### config.mk
export PLATFORM = sky130hd
export DESIGN_NAME = raft_election_role_machine
export DESIGN_NICKNAME = d
export VERILOG_FILES = /design/src/hdl/rerm_pkg.sv /design/src/hdl/rerm_cfg.sv /design/src/hdl/rerm_core.sv /design/src/hdl/raft_election_role_machine.sv
export SDC_FILE = /design/constraint.sdc
export NUM_CORES = 1
export LEC_CHECK = 0
export BUFFER_PORTS_ARGS = -buffer_cell sky130_fd_sc_hd__buf_2
export CAP_MARGIN = 20
export CORE_AREA = 5 5 240 242
export CTS_CLUSTER_SIZE = 40
export DETAILED_ROUTE_END_ITERATION = 10
export DIE_AREA = 0 0 245 247
export HOLD_SLACK_MARGIN = 0.12
export PLACE_DENSITY_LB_ADDON = 0.12
export SETUP_SLACK_MARGIN = 0.02
export SYNTH_ARGS = -nofsm -noshare
export SYNTH_HDL_FRONTEND = slang
export SYNTH_HIERARCHICAL = 1
export SYNTH_SLANG_ARGS = --single-unit
### constraint.sdc
create_clock -name clk_i -period 20.7 [get_ports clk_i]
set_clock_uncertainty 0.05 [all_clocks]
set_input_delay 2.07 -clock clk_i [delete_from_list [all_inputs] [get_ports clk_i]]
set_output_delay 2.07 -clock clk_i [all_outputs]
set_load 0.03 [all_outputs]
### src/hdl/rerm_pkg.sv
// rerm_pkg: shared types, reset constants and helper functions for the
// Raft election role machine. No dependencies.
package rerm_pkg;

  localparam int unsigned MAX_NODES_DEF = 16;
  localparam int unsigned TERM_BITS_DEF = 32;

  localparam int unsigned TERM_W  = 32;   // width of term fields on the ports
  localparam int unsigned CNT_W   = 16;
  localparam int unsigned VOTES_W = 5;
  localparam int unsigned CFG_IDX_W  = 3;
  localparam int unsigned CFG_DATA_W = 16;

  localparam logic [3:0]         RST_NODE_ID      = 4'd0;
  localparam logic [4:0]         RST_CLUSTER_SIZE = 5'd3;
  localparam logic [CNT_W-1:0]   RST_TIMEOUT_MIN  = 16'd150;
  localparam logic [CNT_W-1:0]   RST_RANGE_MASK   = 16'd127;
  localparam logic [CNT_W-1:0]   RST_HB_PERIOD    = 16'd50;
  localparam logic [CNT_W-1:0]   RST_SEED         = 16'd1;

  localparam logic [CNT_W-1:0]   CNT_MAX   = 16'hFFFF;
  localparam logic [VOTES_W-1:0] VOTES_MAX = 5'd31;
  localparam logic [CNT_W-1:0]   LFSR_TAPS = 16'hB400;

  typedef enum logic [1:0] {
    ROLE_FOLLOWER  = 2'd0,
    ROLE_CANDIDATE = 2'd1,
    ROLE_LEADER    = 2'd2
  } role_e;

  typedef enum logic [1:0] {
    OP_TICK       = 2'd0,
    OP_VOTE_REQ   = 2'd1,
    OP_VOTE_REPLY = 2'd2,
    OP_APPEND     = 2'd3
  } op_e;

  typedef enum logic [CFG_IDX_W-1:0] {
    CFG_NODE_ID      = 3'd0,
    CFG_CLUSTER_SIZE = 3'd1,
    CFG_TIMEOUT_MIN  = 3'd2,
    CFG_RANGE_MASK   = 3'd3,
    CFG_HB_PERIOD    = 3'd4,
    CFG_RANDOM_SEED  = 3'd5
  } cfg_idx_e;

  typedef struct packed {
    logic [3:0]       node_id;
    logic [4:0]       cluster_size;
    logic [CNT_W-1:0] timeout_min;
    logic [CNT_W-1:0] range_mask;
    logic [CNT_W-1:0] hb_period;
  } cfg_t;

  typedef struct packed {
    logic [1:0]        op;
    logic [TERM_W-1:0] msg_term;
    logic [3:0]        candidate;
    logic              vote_given;
    logic [TERM_W-1:0] asked_term;
  } in_item_t;

  typedef struct packed {
    role_e             role;
    logic [TERM_W-1:0] term_now;
    logic [TERM_W-1:0] reply_term;
    logic              granted;
    logic              start_election;
    logic              send_heartbeats;
  } result_t;

  // Galois LFSR, one shift
  function automatic logic [CNT_W-1:0] lfsr_step(input logic [CNT_W-1:0] cur);
    logic [CNT_W-1:0] nxt;
    nxt = cur >> 1;
    if (cur[0]) begin
      nxt = nxt ^ LFSR_TAPS;
    end
    return nxt;
  endfunction

  // timeout_min + masked random, saturated to 16 bits
  function automatic logic [CNT_W-1:0] timeout_draw(input logic [CNT_W-1:0] rnd,
                                                    input logic [CNT_W-1:0] tmin,
                                                    input logic [CNT_W-1:0] mask);
    logic [CNT_W:0] sum;
    sum = {1'b0, tmin} + {1'b0, rnd & mask};
    return sum[CNT_W] ? CNT_MAX : sum[CNT_W-1:0];
  endfunction

endpackage

### src/hdl/rerm_cfg.sv
// rerm_cfg: configuration register file of the election role machine.
// Depends on rerm_pkg.
module rerm_cfg (
  input  logic                                clk_i,
  input  logic                                rst_ni,
  input  logic                                wr_en_i,
  input  logic [rerm_pkg::CFG_IDX_W-1:0]      wr_idx_i,
  input  logic [rerm_pkg::CFG_DATA_W-1:0]     wr_data_i,
  output rerm_pkg::cfg_t                      cfg_o
);

  rerm_pkg::cfg_t cfg_q;

  always_ff @(posedge clk_i or negedge rst_ni) begin
    if (!rst_ni) begin
      cfg_q.node_id      <= rerm_pkg::RST_NODE_ID;
      cfg_q.cluster_size <= rerm_pkg::RST_CLUSTER_SIZE;
      cfg_q.timeout_min  <= rerm_pkg::RST_TIMEOUT_MIN;
      cfg_q.range_mask   <= rerm_pkg::RST_RANGE_MASK;
      cfg_q.hb_period    <= rerm_pkg::RST_HB_PERIOD;
    end else if (wr_en_i) begin
      unique case (rerm_pkg::cfg_idx_e'(wr_idx_i))
        rerm_pkg::CFG_NODE_ID:      cfg_q.node_id      <= wr_data_i[3:0];
        rerm_pkg::CFG_CLUSTER_SIZE: cfg_q.cluster_size <= wr_data_i[4:0];
        rerm_pkg::CFG_TIMEOUT_MIN:  cfg_q.timeout_min  <= wr_data_i;
        rerm_pkg::CFG_RANGE_MASK:   cfg_q.range_mask   <= wr_data_i;
        rerm_pkg::CFG_HB_PERIOD:    cfg_q.hb_period    <= wr_data_i;
        // seed only matters at reset, where the default is loaded
        rerm_pkg::CFG_RANDOM_SEED:  ;
        default:                    ;
      endcase
    end
  end

  assign cfg_o = cfg_q;

endmodule

### src/hdl/rerm_core.sv
// rerm_core: role, term, vote and timer state plus the single-pass step logic.
// Depends on rerm_pkg.
module rerm_core #(
  parameter int unsigned MAX_NODES = rerm_pkg::MAX_NODES_DEF,
  parameter int unsigned TERM_BITS = rerm_pkg::TERM_BITS_DEF
) (
  input  logic               clk_i,
  input  logic               rst_ni,
  input  logic               step_i,
  input  rerm_pkg::in_item_t item_i,
  input  rerm_pkg::cfg_t     cfg_i,
  output rerm_pkg::result_t  res_o
);

  localparam int unsigned CW = rerm_pkg::CNT_W;
  localparam int unsigned VW = rerm_pkg::VOTES_W;
  localparam int unsigned TW = rerm_pkg::TERM_W;
  localparam int unsigned WB = (TERM_BITS > TW) ? TERM_BITS : TW;

  rerm_pkg::role_e        role_q, role_d;
  logic [TERM_BITS-1:0]   term_q, term_d;
  logic [3:0]             vote_target_q, vote_target_d;
  logic                   has_voted_q, has_voted_d;
  logic [VW-1:0]          votes_q, votes_d;
  logic [CW-1:0]          heard_q, heard_d;
  logic [CW-1:0]          sent_q, sent_d;
  logic [CW-1:0]          timeout_q, timeout_d;
  logic [CW-1:0]          lfsr_q, lfsr_d;

  logic [WB-1:0]          msg_ext, asked_ext, term_ext, reply_ext;
  logic [TERM_BITS-1:0]   t, asked, reply_term;
  logic [6:0]             size_ext, size_clamp;
  logic [5:0]             majority;
  logic [CW-1:0]          heard_inc, sent_inc, lfsr_cur, lfsr_nxt;
  logic                   granted, start, beats;

  assign msg_ext   = WB'(item_i.msg_term);
  assign asked_ext = WB'(item_i.asked_term);
  assign t         = msg_ext[TERM_BITS-1:0];
  assign asked     = asked_ext[TERM_BITS-1:0];

  // majority of the cluster, size clamped to MAX_NODES
  assign size_ext   = 7'(cfg_i.cluster_size);
  assign size_clamp = (size_ext > 7'(MAX_NODES)) ? 7'(MAX_NODES) : size_ext;
  assign majority   = size_clamp[6:1] + 6'd1;

  assign heard_inc = (heard_q == rerm_pkg::CNT_MAX) ? heard_q : heard_q + 1'b1;
  assign sent_inc  = (sent_q  == rerm_pkg::CNT_MAX) ? sent_q  : sent_q + 1'b1;
  assign lfsr_cur  = (lfsr_q == '0) ? rerm_pkg::RST_SEED : lfsr_q;
  assign lfsr_nxt  = rerm_pkg::lfsr_step(lfsr_cur);

  always_comb begin
    role_d        = role_q;
    term_d        = term_q;
    vote_target_d = vote_target_q;
    has_voted_d   = has_voted_q;
    votes_d       = votes_q;
    heard_d       = heard_q;
    sent_d        = sent_q;
    timeout_d     = timeout_q;
    lfsr_d        = lfsr_cur;
    reply_term    = '0;
    granted       = 1'b0;
    start         = 1'b0;
    beats         = 1'b0;

    unique case (rerm_pkg::op_e'(item_i.op))
      rerm_pkg::OP_TICK: begin
        heard_d = heard_inc;
        sent_d  = sent_inc;
        if (role_q != rerm_pkg::ROLE_LEADER && heard_inc >= timeout_q) begin
          role_d        = rerm_pkg::ROLE_CANDIDATE;
          term_d        = term_q + 1'b1;
          vote_target_d = cfg_i.node_id;
          has_voted_d   = 1'b1;
          votes_d       = VW'(1);
          heard_d       = '0;
          start         = 1'b1;
          lfsr_d        = lfsr_nxt;
          timeout_d     = rerm_pkg::timeout_draw(lfsr_nxt, cfg_i.timeout_min,
                                                 cfg_i.range_mask);
          // single-node cluster: own vote is already a majority
          if (majority <= 6'd1) begin
            role_d = rerm_pkg::ROLE_LEADER;
            beats  = 1'b1;
          end
        end else if (role_q == rerm_pkg::ROLE_LEADER && sent_inc >= cfg_i.hb_period) begin
          beats  = 1'b1;
          sent_d = '0;
        end
      end
      rerm_pkg::OP_VOTE_REQ: begin
        if (t >= term_q) begin
          if (t > term_q) begin
            role_d      = rerm_pkg::ROLE_FOLLOWER;
            term_d      = t;
            has_voted_d = 1'b0;
          end
          if (!has_voted_d || vote_target_q == item_i.candidate) begin
            vote_target_d = item_i.candidate;
            has_voted_d   = 1'b1;
            heard_d       = '0;
            granted       = 1'b1;
          end
        end
        reply_term = term_d;
      end
      rerm_pkg::OP_VOTE_REPLY: begin
        if (role_q == rerm_pkg::ROLE_CANDIDATE && asked == term_q) begin
          if (t > term_q) begin
            role_d      = rerm_pkg::ROLE_FOLLOWER;
            term_d      = t;
            has_voted_d = 1'b0;
          end else if (item_i.vote_given) begin
            if (votes_q < rerm_pkg::VOTES_MAX) begin
              votes_d = votes_q + 1'b1;
            end
            if (6'(votes_d) >= majority) begin
              role_d = rerm_pkg::ROLE_LEADER;
              beats  = 1'b1;
            end
          end
        end
      end
      rerm_pkg::OP_APPEND: begin
        if (t >= term_q) begin
          role_d = rerm_pkg::ROLE_FOLLOWER;
          if (t > term_q) begin
            term_d      = t;
            has_voted_d = 1'b0;
          end
          heard_d = '0;
          granted = 1'b1;
        end
        reply_term = term_d;
      end
    endcase
  end

  always_ff @(posedge clk_i or negedge rst_ni) begin
    if (!rst_ni) begin
      role_q        <= rerm_pkg::ROLE_FOLLOWER;
      term_q        <= '0;
      vote_target_q <= '0;
      has_voted_q   <= 1'b0;
      votes_q       <= '0;
      heard_q       <= '0;
      sent_q        <= '0;
      timeout_q     <= rerm_pkg::RST_TIMEOUT_MIN;
      lfsr_q        <= rerm_pkg::RST_SEED;
    end else if (step_i) begin
      role_q        <= role_d;
      term_q        <= term_d;
      vote_target_q <= vote_target_d;
      has_voted_q   <= has_voted_d;
      votes_q       <= votes_d;
      heard_q       <= heard_d;
      sent_q        <= sent_d;
      timeout_q     <= timeout_d;
      lfsr_q        <= lfsr_d;
    end
  end

  assign term_ext  = WB'(term_d);
  assign reply_ext = WB'(reply_term);

  always_comb begin
    res_o.role            = role_d;
    res_o.term_now        = term_ext[TW-1:0];
    res_o.reply_term      = reply_ext[TW-1:0];
    res_o.granted         = granted;
    res_o.start_election  = start;
    res_o.send_heartbeats = beats;
  end

endmodule

### src/hdl/raft_election_role_machine.sv
// Raft election role machine, top level: input word register, step logic,
// result register. Each accepted word passes from the input word register
// into the result register. Throughput: one word per cycle while the output
// is not stalled; the state update of one word is ready for the next word in
// the next cycle. Reset (async, active low) puts the node in follower role,
// term 0, timeout at its least value, and loads the default configuration.
module raft_election_role_machine #(
  parameter int unsigned MAX_NODES = rerm_pkg::MAX_NODES_DEF,
  parameter int unsigned TERM_BITS = rerm_pkg::TERM_BITS_DEF
) (
  input  logic                              clk_i,
  input  logic                              rst_ni,
  // input channel
  input  logic                              in_valid_i,
  output logic                              in_stall_o,
  input  logic [1:0]                        op_i,
  input  logic [rerm_pkg::TERM_W-1:0]       msg_term_i,
  input  logic [3:0]                        candidate_i,
  input  logic                              vote_given_i,
  input  logic [rerm_pkg::TERM_W-1:0]       asked_term_i,
  // result channel
  output logic                              out_valid_o,
  input  logic                              out_stall_i,
  output logic [1:0]                        role_o,
  output logic [rerm_pkg::TERM_W-1:0]       term_now_o,
  output logic [rerm_pkg::TERM_W-1:0]       reply_term_o,
  output logic                              granted_o,
  output logic                              start_election_o,
  output logic                              send_heartbeats_o,
  // configuration write channel
  input  logic                              cfg_valid_i,
  output logic                              cfg_ready_o,
  input  logic [rerm_pkg::CFG_IDX_W-1:0]    cfg_index_i,
  input  logic [rerm_pkg::CFG_DATA_W-1:0]   cfg_data_i
);

  rerm_pkg::cfg_t     cfg;
  rerm_pkg::in_item_t in_item_q, in_item_d;
  rerm_pkg::result_t  res, res_q;
  logic               in_valid_q, in_valid_d;
  logic               out_valid_q, out_valid_d;
  logic               out_hold, step, accept;

  assign cfg_ready_o = 1'b1;

  rerm_cfg u_cfg (
    .clk_i     (clk_i),
    .rst_ni    (rst_ni),
    .wr_en_i   (cfg_valid_i),
    .wr_idx_i  (cfg_index_i),
    .wr_data_i (cfg_data_i),
    .cfg_o     (cfg)
  );

  // result register blocked by the sink
  assign out_hold   = out_valid_q && out_stall_i;
  assign step       = in_valid_q && !out_hold;
  assign in_stall_o = in_valid_q && out_hold;
  assign accept     = in_valid_i && !in_stall_o;

  always_comb begin
    in_item_d.op         = op_i;
    in_item_d.msg_term   = msg_term_i;
    in_item_d.candidate  = candidate_i;
    in_item_d.vote_given = vote_given_i;
    in_item_d.asked_term = asked_term_i;
  end

  assign in_valid_d  = accept || (in_valid_q && !step);
  assign out_valid_d = step || out_hold;

  rerm_core #(
    .MAX_NODES (MAX_NODES),
    .TERM_BITS (TERM_BITS)
  ) u_core (
    .clk_i  (clk_i),
    .rst_ni (rst_ni),
    .step_i (step),
    .item_i (in_item_q),
    .cfg_i  (cfg),
    .res_o  (res)
  );

  always_ff @(posedge clk_i or negedge rst_ni) begin
    if (!rst_ni) begin
      in_valid_q  <= 1'b0;
      out_valid_q <= 1'b0;
      in_item_q   <= '0;
    end else begin
      in_valid_q  <= in_valid_d;
      out_valid_q <= out_valid_d;
      if (accept) begin
        in_item_q <= in_item_d;
      end
    end
  end

  always_ff @(posedge clk_i) begin
    if (step) begin
      res_q <= res;
    end
  end

  assign out_valid_o       = out_valid_q;
  assign role_o            = res_q.role;
  assign term_now_o        = res_q.term_now;
  assign reply_term_o      = res_q.reply_term;
  assign granted_o         = res_q.granted;
  assign start_election_o  = res_q.start_election;
  assign send_heartbeats_o = res_q.send_heartbeats;

  // an election start never leaves the node a follower
  assert property (@(posedge clk_i) disable iff (!rst_ni)
    out_valid_o && start_election_o |-> role_o != rerm_pkg::ROLE_FOLLOWER)
    else $error("election started but role is follower");

  // a granted request always replies with the current term
  assert property (@(posedge clk_i) disable iff (!rst_ni)
    out_valid_o && granted_o |-> reply_term_o == term_now_o)
    else $error("granted reply carries a term other than the current one");

  // input back pressure only comes from a stalled full result register
  assert property (@(posedge clk_i) disable iff (!rst_ni)
    in_stall_o |-> out_valid_o && out_stall_i)
    else $error("input stalled without output back pressure");

  // a step always lands a word in the result register
  assert property (@(posedge clk_i) disable iff (!rst_ni)
    step |=> out_valid_o)
    else $error("step lost its result word");

endmodule

==> run_results.csv, run 1 <==
group,metric,value,unit
synth,syn_inst,1937,
worst_setup_path,r2r_slack,15.36,ns
drt,dr.pass1.iters,7,
floorplan,core,54900,um^2
final_layout,layout.nets,2211,
worst_setup_path,r2r-start,"u_core/heard_q[0]",
final_layout,regArea,8030,um^2
drt,drtIter0Drc,1099,
floorplan,initial_core_util,0.347,
floorplan,die_area,60500,um^2
worst_setup_path,crit_fanout,74,
timing,tns,0,ns
flow_run,maxCapViolCount,0,
worst_setup_path,worstRegToRegCells,16,
floorplan,die_h,247,um
clocking,clk_path_buf_depth,3,
clocking,holdBufCountCts,0,
drt,drt-total-wl,59.5,mm
global_route,overflow,0,
floorplan,rows,86,
worst_setup_path,startpoint,"out_stall_i",
worst_setup_path,rr_endpoint,"u_core/vote_target_q[2]",
global_route,grt_pass1_wl,92.1,mm
clocking,cts_buffers,39,
timing,fin_crit_sh,0.283,
synth,synth-warning-count,6,
timing,fin_crit,5.86,ns
clocking,post-cts-setup-buffers,0,
worst_setup_path,crit_type,"in -> out",
worst_setup_path,crit_end,"in_stall_o",
floorplan,dieWidth,245,um
worst_setup_path,cp-end-kind,"output pin",
final_layout,fillCellCount,5485,
synth,synthesis.nets,2124,
final_layout,drive_gt1_frac,0.220,
global_route,grt_max_degree,152,
clocking,cts_resized,0,
floorplan,boundaryPins,167,
global_route,grt_usage,0.192,
clocking,worstSkewPairLatency,0.56,ns
drt,drc,0,
final_layout,area_delta_synth_final,13.1,%
clocking,cts_tree,"built",
clocking,cts-root-buf,"clkbuf_16",
clocking,path_clk_slew,0.06,ns
worst_setup_path,critical_path_arrival,3.74,ns
synth,syn_area,19100,um^2
timing,drv_slew,0,
timing,tightest_slew,1.12,ns
final_layout,multi_input_area,10100,um^2
global_route,antenna_found_initial,3,
drt,drtAntennaViolNets,0,
drt,via_per_inst,5.58,
synth,avgSynthCellArea,9.84,um^2
final_layout,finalInstanceArea,21600,um^2
timing,maxSlewHeadroom,0.247,
power_and_ir_drop,p_leak,9.23,nW
drt,wl_per_cell,21.6,um
clocking,htreeDepth,2,
placement,place_area,20300,um^2
placement,io_buffers,165,
power_and_ir_drop,power.density,120,nW/um^2
global_route,grt_pass1_vias,15100,
timing,finalSetupViolCount,0,
timing,rsz0062_at_grt,"false",
worst_setup_path,startpoint_type,"input port",
worst_setup_path,worstPathRequired,18.58,ns
min_path,hold_path.class,"reg -> reg",
run_status,status,"complete, no violations",
drt,num_vias,15400,
timing,max_freq,0.171,GHz
power_and_ir_drop,peakVddDrop,0.0000530,V
placement,dp_hpwl,41.5,mm
placement,gp_congestion,0.821,
clocking,cts.sinks,306,
timing,hold_viol,0,
## layout make-up
class	count	area share
clock inverters	21	0.00894
multi-input cells	1412	0.467
clock buffers	51	0.0502
well taps	704	0.0409
repair buffers	185	0.0466
inverters	80	0.0139
diodes	1	0.000116
flip-flops and latches	306	0.373
## report_power, final
group / switching [mW] / internal (mW)
logic: 0.554 / 0.358
clock network: 0.279 / 0.407
registers: 0.199 / 0.785
## metal layers
layer  GRT usage  wire length [um]
met1       0.289             28700
met2       0.285             25400
met3      0.0401              4330
met4      0.0432              1140
met5           0                 0
## flip-flops by register name, indices dropped and copies added (netlist names), 2 cells and up
signal and flops:
in_item_q 71, u_cfg/cfg_o 56, reply_term_o 32, term_now_o 32, u_core/term_q 32, u_core/heard_q 16
u_core/lfsr_q 16, u_core/sent_q 16, u_core/timeout_q 16, u_core/votes_q 5, u_core/vote_target_q 4, role_o 2
u_core/role_q 2
## stage by stage
stage / hold slack (ns) / worst slack (ns) / util / instances / total power, mW
2_1_floorplan: 0.415 / 11.57 / - / 1937 / 1.60
3_3_place_gp: 0.426 / 14.85 / 0.369 / 2686 / 1.88
3_5_place_dp: 0.432 / 14.84 / 0.369 / 2686 / 1.90
4_1_cts: 0.444 / 14.84 / 0.393 / 2758 / 2.60
5_1_grt: 0.464 / 14.77 / 0.393 / 2759 / 2.74
6_report: 0.440 / 14.84 / 0.393 / 2760 / 2.58
## worst min path at each step
stage,from,end,cells after the start
2_1_floorplan,u_cfg/cfg_o[35],u_cfg/cfg_o[35],1
3_3_place_gp,u_cfg/cfg_o[40],u_cfg/cfg_o[40],1
3_5_place_dp,u_cfg/cfg_o[40],u_cfg/cfg_o[40],1
4_1_cts,u_cfg/cfg_o[40],u_cfg/cfg_o[40],1
5_1_grt,u_cfg/cfg_o[38],u_cfg/cfg_o[38],1
6_report,u_cfg/cfg_o[40],u_cfg/cfg_o[40],1
## worst max-delay path: stages
cell    delay [ns]
buf_2         0.08
buf_4         0.66
and3_4        0.60
buf_2         0.28
## placed cells by master (no fill, tap or decap), types with 12 or more instances in the layout
cell type / n
edfxtp_1: 69
nand2_1: 218
buf_2: 163
nand4_1: 107
o311ai_0: 13
dfstp_2: 20
clkbuf_16: 40
inv_1: 79
ha_1: 91
nor2_1: 107
nand3_1: 56
nor3_1: 22
clkinv_2: 12
mux2i_1: 34
and2_1: 22
buf_4: 19
o211ai_2: 70
xnor2_1: 58
nand2b_1: 85
o21ai_0: 98
dfrtp_1: 215
a31oi_1: 16
o211ai_1: 14
and3_1: 14
a21o_1: 18
a22oi_1: 21
mux2_2: 63
xor2_1: 17
a21oi_1: 74
Note: power is estimated with default switching activity, not from simulation.
==> inputs of run 2 (changes only) <==
clock period = 4.8 ns   (was 20.7 ns; I/O delays follow)
==> run_results.csv, run 2 (synthesis results as in run 1) <==
group,metric,value,unit
run_status,status,"complete, no violations",
timing,fin_crit,4.43,ns
worst_setup_path,crit_fanout,10,
floorplan,core,54900,um^2
worst_setup_path,crit_path_top_delay_cell,"or4_1",
placement,dp_cells,2697,
clocking,cts.sinks,306,
timing,fin_crit_sh,0.923,
clocking,path_clk_slew,0.06,ns
worst_setup_path,cp-end-kind,"flop",
power_and_ir_drop,power.density,516,nW/um^2
worst_setup_path,crit_type,"reg -> reg",
timing,max_freq,0.226,GHz
final_layout,layout.nets,2235,
placement,dp_slack,0.140,ns
worst_setup_path,worstRegToRegCells,15,
placement,dp_hpwl,41.5,mm
timing,setup_ws,0.371,ns
drt,drtIter0Drc,1177,
min_path,worst_hold_path.num_cells,3,
drt,drtAntennaViolNets,0,
worst_setup_path,slowest_delay,0.66,ns
timing,tightest_slew,1.10,ns
final_layout,largest_reg_flops,71,
clocking,htreeDepth,2,
final_layout,largest-register,"in_item_q",
floorplan,dieWidth,245,um
placement,io_buffers,165,
power_and_ir_drop,p_leak,9.37,nW
flow_run,maxCapViolCount,0,
drt,num_vias,15500,
final_layout,postLayoutCoreUtil,0.398,
drt,wl_per_cell,21.2,um
floorplan,rows,86,
placement,gp_congestion,0.860,
clocking,cts_buffers,40,
floorplan,die_h,247,um
worst_setup_path,worstPathRequired,5.06,ns
min_path,hold_path.class,"in -> reg",
global_route,grt_pass1_wl,91.5,mm
global_route,antenna_found_initial,1,
worst_setup_path,crit_chain,"nand4_1 > or4_1 > nor2_1 > mux2i_1 > inv_1 > ha_1 > and2_1 > a221oi_2 > nand2_1 > nand2_1 > buf_4 > or4_1 > o211ai_2 > o41ai_1 > a221o_1",
final_layout,area_delta_synth_final,14.5,%
final_layout,antenna_cells_inserted,0,
power_and_ir_drop,peakVddDrop,0.000212,V
clocking,cts-root-buf,"clkbuf_16",
timing,rsz0062_at_grt,"false",
floorplan,die_area,60500,um^2
drt,via_per_inst,5.58,
drt,drt-total-wl,58.9,mm
floorplan,initial_core_util,0.347,
timing,maxSlewHeadroom,0.267,
worst_setup_path,worst-path-stages,15,
timing,tns,0,ns
clocking,clk_path_buf_depth,3,
worst_setup_path,startpoint_type,"flop",
worst_setup_path,path_buf_inv,2,
global_route,grt_pass1_vias,15100,
worst_setup_path,critical_path_arrival,4.69,ns
final_layout,drive_gt1_frac,0.226,
timing,hold_viol,0,
final_layout,final_common_cell,"nand2_1",
clocking,worstSkewPairLatency,0.56,ns
clocking,cts_tree,"built",
final_layout,final_cell_mix,"nand2_1, dfrtp_1, buf_2",
timing,finalSetupViolCount,0,
final_layout,final_cells,2783,
global_route,grt_max_degree,108,
floorplan,boundaryPins,167,
global_route,grt_usage,0.191,
worst_setup_path,crit_family,"simple AND/OR/NAND/NOR gates",
drt,dr.pass1.iters,6,
timing,drv_slew,0,
final_layout,fillCellCount,5433,
drt,drc,0,
global_route,overflow,0,
==> run 2: cell types whose count changed in the layout (fill, tap and decap cells not counted), moves of 3 or more <==
cell,before,now
clkbuf_8,4,7
buf_4,19,35
clkinv_2,12,6
dlygate4sd3_1,0,7
==> run 2: power by group <==
part / switching (mW) / internal, mW / total (mW)
Sequential: 0.858 / 3.39 / 4.24
Clock: 1.19 / 1.90 / 3.09
Combinational: 2.35 / 1.57 / 3.92
Total: 4.40 / 6.85 / 11.3
==> run 2: worst reg2reg max path, stage by stage (launching register included) <==
cell	delay, ns
dfrtp_1	0.50
nand4_1	0.23
or4_1	0.59
nor2_1	0.14
mux2i_1	0.25
inv_1	0.07
ha_1	0.32
and2_1	0.15
a221oi_2	0.08
nand2_1	0.09
nand2_1	0.20
buf_4	0.25
or4_1	0.66
o211ai_2	0.22
o41ai_1	0.11
a221o_1	0.29
==> run 2: through the flow <==
stage          total power [mW]  area [um^2]  hold slack [ns]
2_1_floorplan              6.88        19100            0.134
3_3_place_gp               8.12        20300            0.431
3_5_place_dp               8.18        20300            0.436
4_1_cts                    11.4        21800            0.124
5_1_grt                    12.0        21800            0.142
6_report                   11.3        21800            0.153
==> run 2: path summary, 6_finish.rpt <==
path                                   start         endpoint  slack [ns]
hold / removal              asked_term_i[25]    in_item_q[25]        0.15
setup reg to reg           u_core/heard_q[4]   term_now_o[27]        0.37
setup / recovery           u_core/heard_q[4]   term_now_o[27]        0.37
hold reg to reg              u_cfg/cfg_o[31]  u_cfg/cfg_o[31]        0.45
max in group asynchronous             rst_ni    in_item_q[32]        2.98
min in group asynchronous             rst_ni   u_cfg/cfg_o[7]        0.52
==> run 2: layout make-up <==
cell class	instances	area, um^2	area share
Tap cell	704	881	0.0404
Clock buffer	56	1150	0.0528
Multi-Input combinational cell	1412	10100	0.461
Sequential cell	306	8030	0.368
Clock inverter	17	203	0.00929
Inverter	80	300	0.0138
Timing Repair Buffer	208	1190	0.0548
==> run 2: per-layer routing <==
layer,GRT usage,vias to the layer above,part of all wire
met5,0,-,0
met4,0.0416,0,0.018
met3,0.0330,69,0.061
met2,0.291,486,0.44
met1,0.286,7690,0.48
li1,-,7288,-
==> run 2: what timing repair did <==
| item | CTS | global route |
|---|---|---|
| hold endpoints to repair | 99 | 0 |
| buffers inserted | 0 | 4 |
| hold buffers | 7 | 0 |
| endpoints found under the setup margin | 0 | 7 |
| resized for setup | 0 | 2 |
==> inputs of run 3 (changes only) <==
==> constraint.sdc (replaced) <==
create_clock -name clk_i -period 4.8 [get_ports clk_i]
set_clock_uncertainty 0.05 [all_clocks]
set_input_delay 0.24 -clock clk_i [delete_from_list [all_inputs] [get_ports clk_i]]
set_output_delay 0.24 -clock clk_i [all_outputs]
set_load 0.03 [all_outputs]
==> run_results.csv, run 3 (synthesis results as in run 1) <==
group,metric,value,unit
floorplan,die_area,60500,um^2
clocking,worstSkewPairLatency,0.56,ns
timing,maxSlewHeadroom,0.274,
drt,drt-total-wl,60.0,mm
clocking,clk_path_buf_depth,3,
drt,dr.pass1.iters,7,
global_route,grt_pass1_vias,15500,
final_layout,antenna_cells_inserted,0,
run_status,status,"complete, no violations",
drt,drtIter0Drc,1080,
worst_setup_path,r2r_slack,0.28,ns
final_layout,area_delta_synth_final,19.1,%
final_layout,largest-register,"in_item_q",
placement,io_buffers,165,
timing,max_freq,0.221,GHz
flow_run,maxCapViolCount,0,
timing,fin_crit_sh,0.942,
clocking,path_clk_slew,0.07,ns
floorplan,die_h,247,um
floorplan,core,54900,um^2
worst_setup_path,crit_type,"reg -> reg",
global_route,grt_pass1_wl,93.1,mm
global_route,grt_max_degree,107,
worst_setup_path,cp-end-kind,"flop",
drt,drtAntennaViolNets,0,
worst_setup_path,crit_fanout,31,
worst_setup_path,slowest_delay,0.88,ns
worst_setup_path,critical_path_arrival,4.70,ns
timing,fin_crit,4.52,ns
final_layout,final_cell_mix,"nand2_1, dfrtp_1, buf_2",
clocking,cts.sinks,306,
power_and_ir_drop,finalPower,11.3,mW
placement,gp_congestion,0.854,
clocking,cts-root-buf,"clkbuf_16",
drt,wl_per_cell,20.8,um
timing,drv_slew,0,
timing,tns,0,ns
drt,drc,0,
timing,setup_ws,0.277,ns
clocking,htreeDepth,2,
worst_setup_path,startpoint_type,"flop",
timing,hold_viol,0,
power_and_ir_drop,peakVddDrop,0.000246,V
floorplan,initial_core_util,0.347,
placement,dp_cells,2709,
global_route,antenna_found_initial,0,
final_layout,drive_gt1_frac,0.222,
final_layout,largest_reg_flops,71,
placement,dp_slack,0.254,ns
min_path,hold_path.class,"in -> reg",
worst_setup_path,worstPathRequired,4.98,ns
timing,finalSetupViolCount,0,
global_route,overflow,0,
clocking,cts_buffers,40,
final_layout,final_cells,2877,
floorplan,boundaryPins,167,
floorplan,dieWidth,245,um
final_layout,postLayoutCoreUtil,0.414,
final_layout,layout.nets,2328,
clocking,cts_tree,"built",
global_route,grt_usage,0.193,
placement,place_area,20400,um^2
final_layout,final_common_cell,"nand2_1",
worst_setup_path,crit_chain,"inv_1 > ha_1 > nand4_1 > nor4_2 > a21boi_2 > o31ai_4 > a21oi_4 > o21ai_4 > o21ai_0 > o311ai_0",
worst_setup_path,crit_family,"compound AO/OA/AOI/OAI gates",
timing,tightest_slew,1.08,ns
floorplan,rows,86,
drt,num_vias,15700,
drt,via_per_inst,5.47,
worst_setup_path,crit_path_top_delay_cell,"a21oi_4",
worst_setup_path,path_buf_inv,1,
final_layout,finalInstanceArea,22700,um^2
timing,rsz0062_at_grt,"false",
placement,dp_hpwl,41.9,mm
power_and_ir_drop,p_leak,9.75,nW
timing,whs,0.249,ns
power_and_ir_drop,power.density,497,nW/um^2
## run 3: cell count changes in the layout (fill, tap and decap cells not counted), sizes merged
| cell | before | now |
|---|---|---|
| clkinvlp | 1 | 2 |
| inv | 84 | 81 |
| buf | 201 | 211 |
| dlygate4sd3 | 7 | 90 |
| bufinv | 4 | 3 |
| clkbuf | 56 | 51 |
| clkinv | 8 | 17 |
## run 3: final cells by class
| cell class | count | area, um^2 |
|---|---|---|
| Fill cell | 5348 | 32200 |
| Multi-Input combinational cell | 1412 | 10100 |
| Sequential cell | 306 | 8030 |
| Timing Repair Buffer | 301 | 2080 |
| Clock buffer | 51 | 1100 |
| Tap cell | 704 | 881 |
| Inverter | 80 | 300 |
| Clock inverter | 23 | 229 |
## run 3: worst min-delay path: stages
cell	delay, ns
buf_2	0.16
buf_4	0.23
a21o_1	0.18
## run 3: path summary, 6_finish.rpt
kind	end	startpoint	depth (start not counted)
worst max-delay path	term_now_o[5]	u_core/term_q[9]	10
worst min-delay path	out_valid_o	out_stall_i	3
worst max register to register	term_now_o[5]	u_core/term_q[9]	10
worst min register to register	u_cfg/cfg_o[28]	u_cfg/cfg_o[28]	1
max in group asynchronous	in_item_q[60]	rst_ni	3
min in group asynchronous	u_core/sent_q[7]	rst_ni	2
## run 3: per-layer routing
layer,vias up,wire length [um],global-route usage
li1,7456,-,-
met1,7758,29200,0.294
met2,443,26500,0.295
met3,67,3330,0.0273
met4,0,997,0.0404
met5,-,0,0
## run 3: report_power, final
part	switching (mW)	leakage, nW	internal (mW)
Clock	1.23	0.658	1.80
Sequential	0.761	3.57	3.39
Combinational	2.47	5.52	1.64
Total	4.46	9.75	6.83
## run 3: repair_timing
action                                 in CTS  in global routing
setup endpoints to repair                   0                 13
endpoints found under the hold margin     210                  0
gates resized for setup                     0                  2
hold buffers                               90                  0
buffers inserted                            0                  3
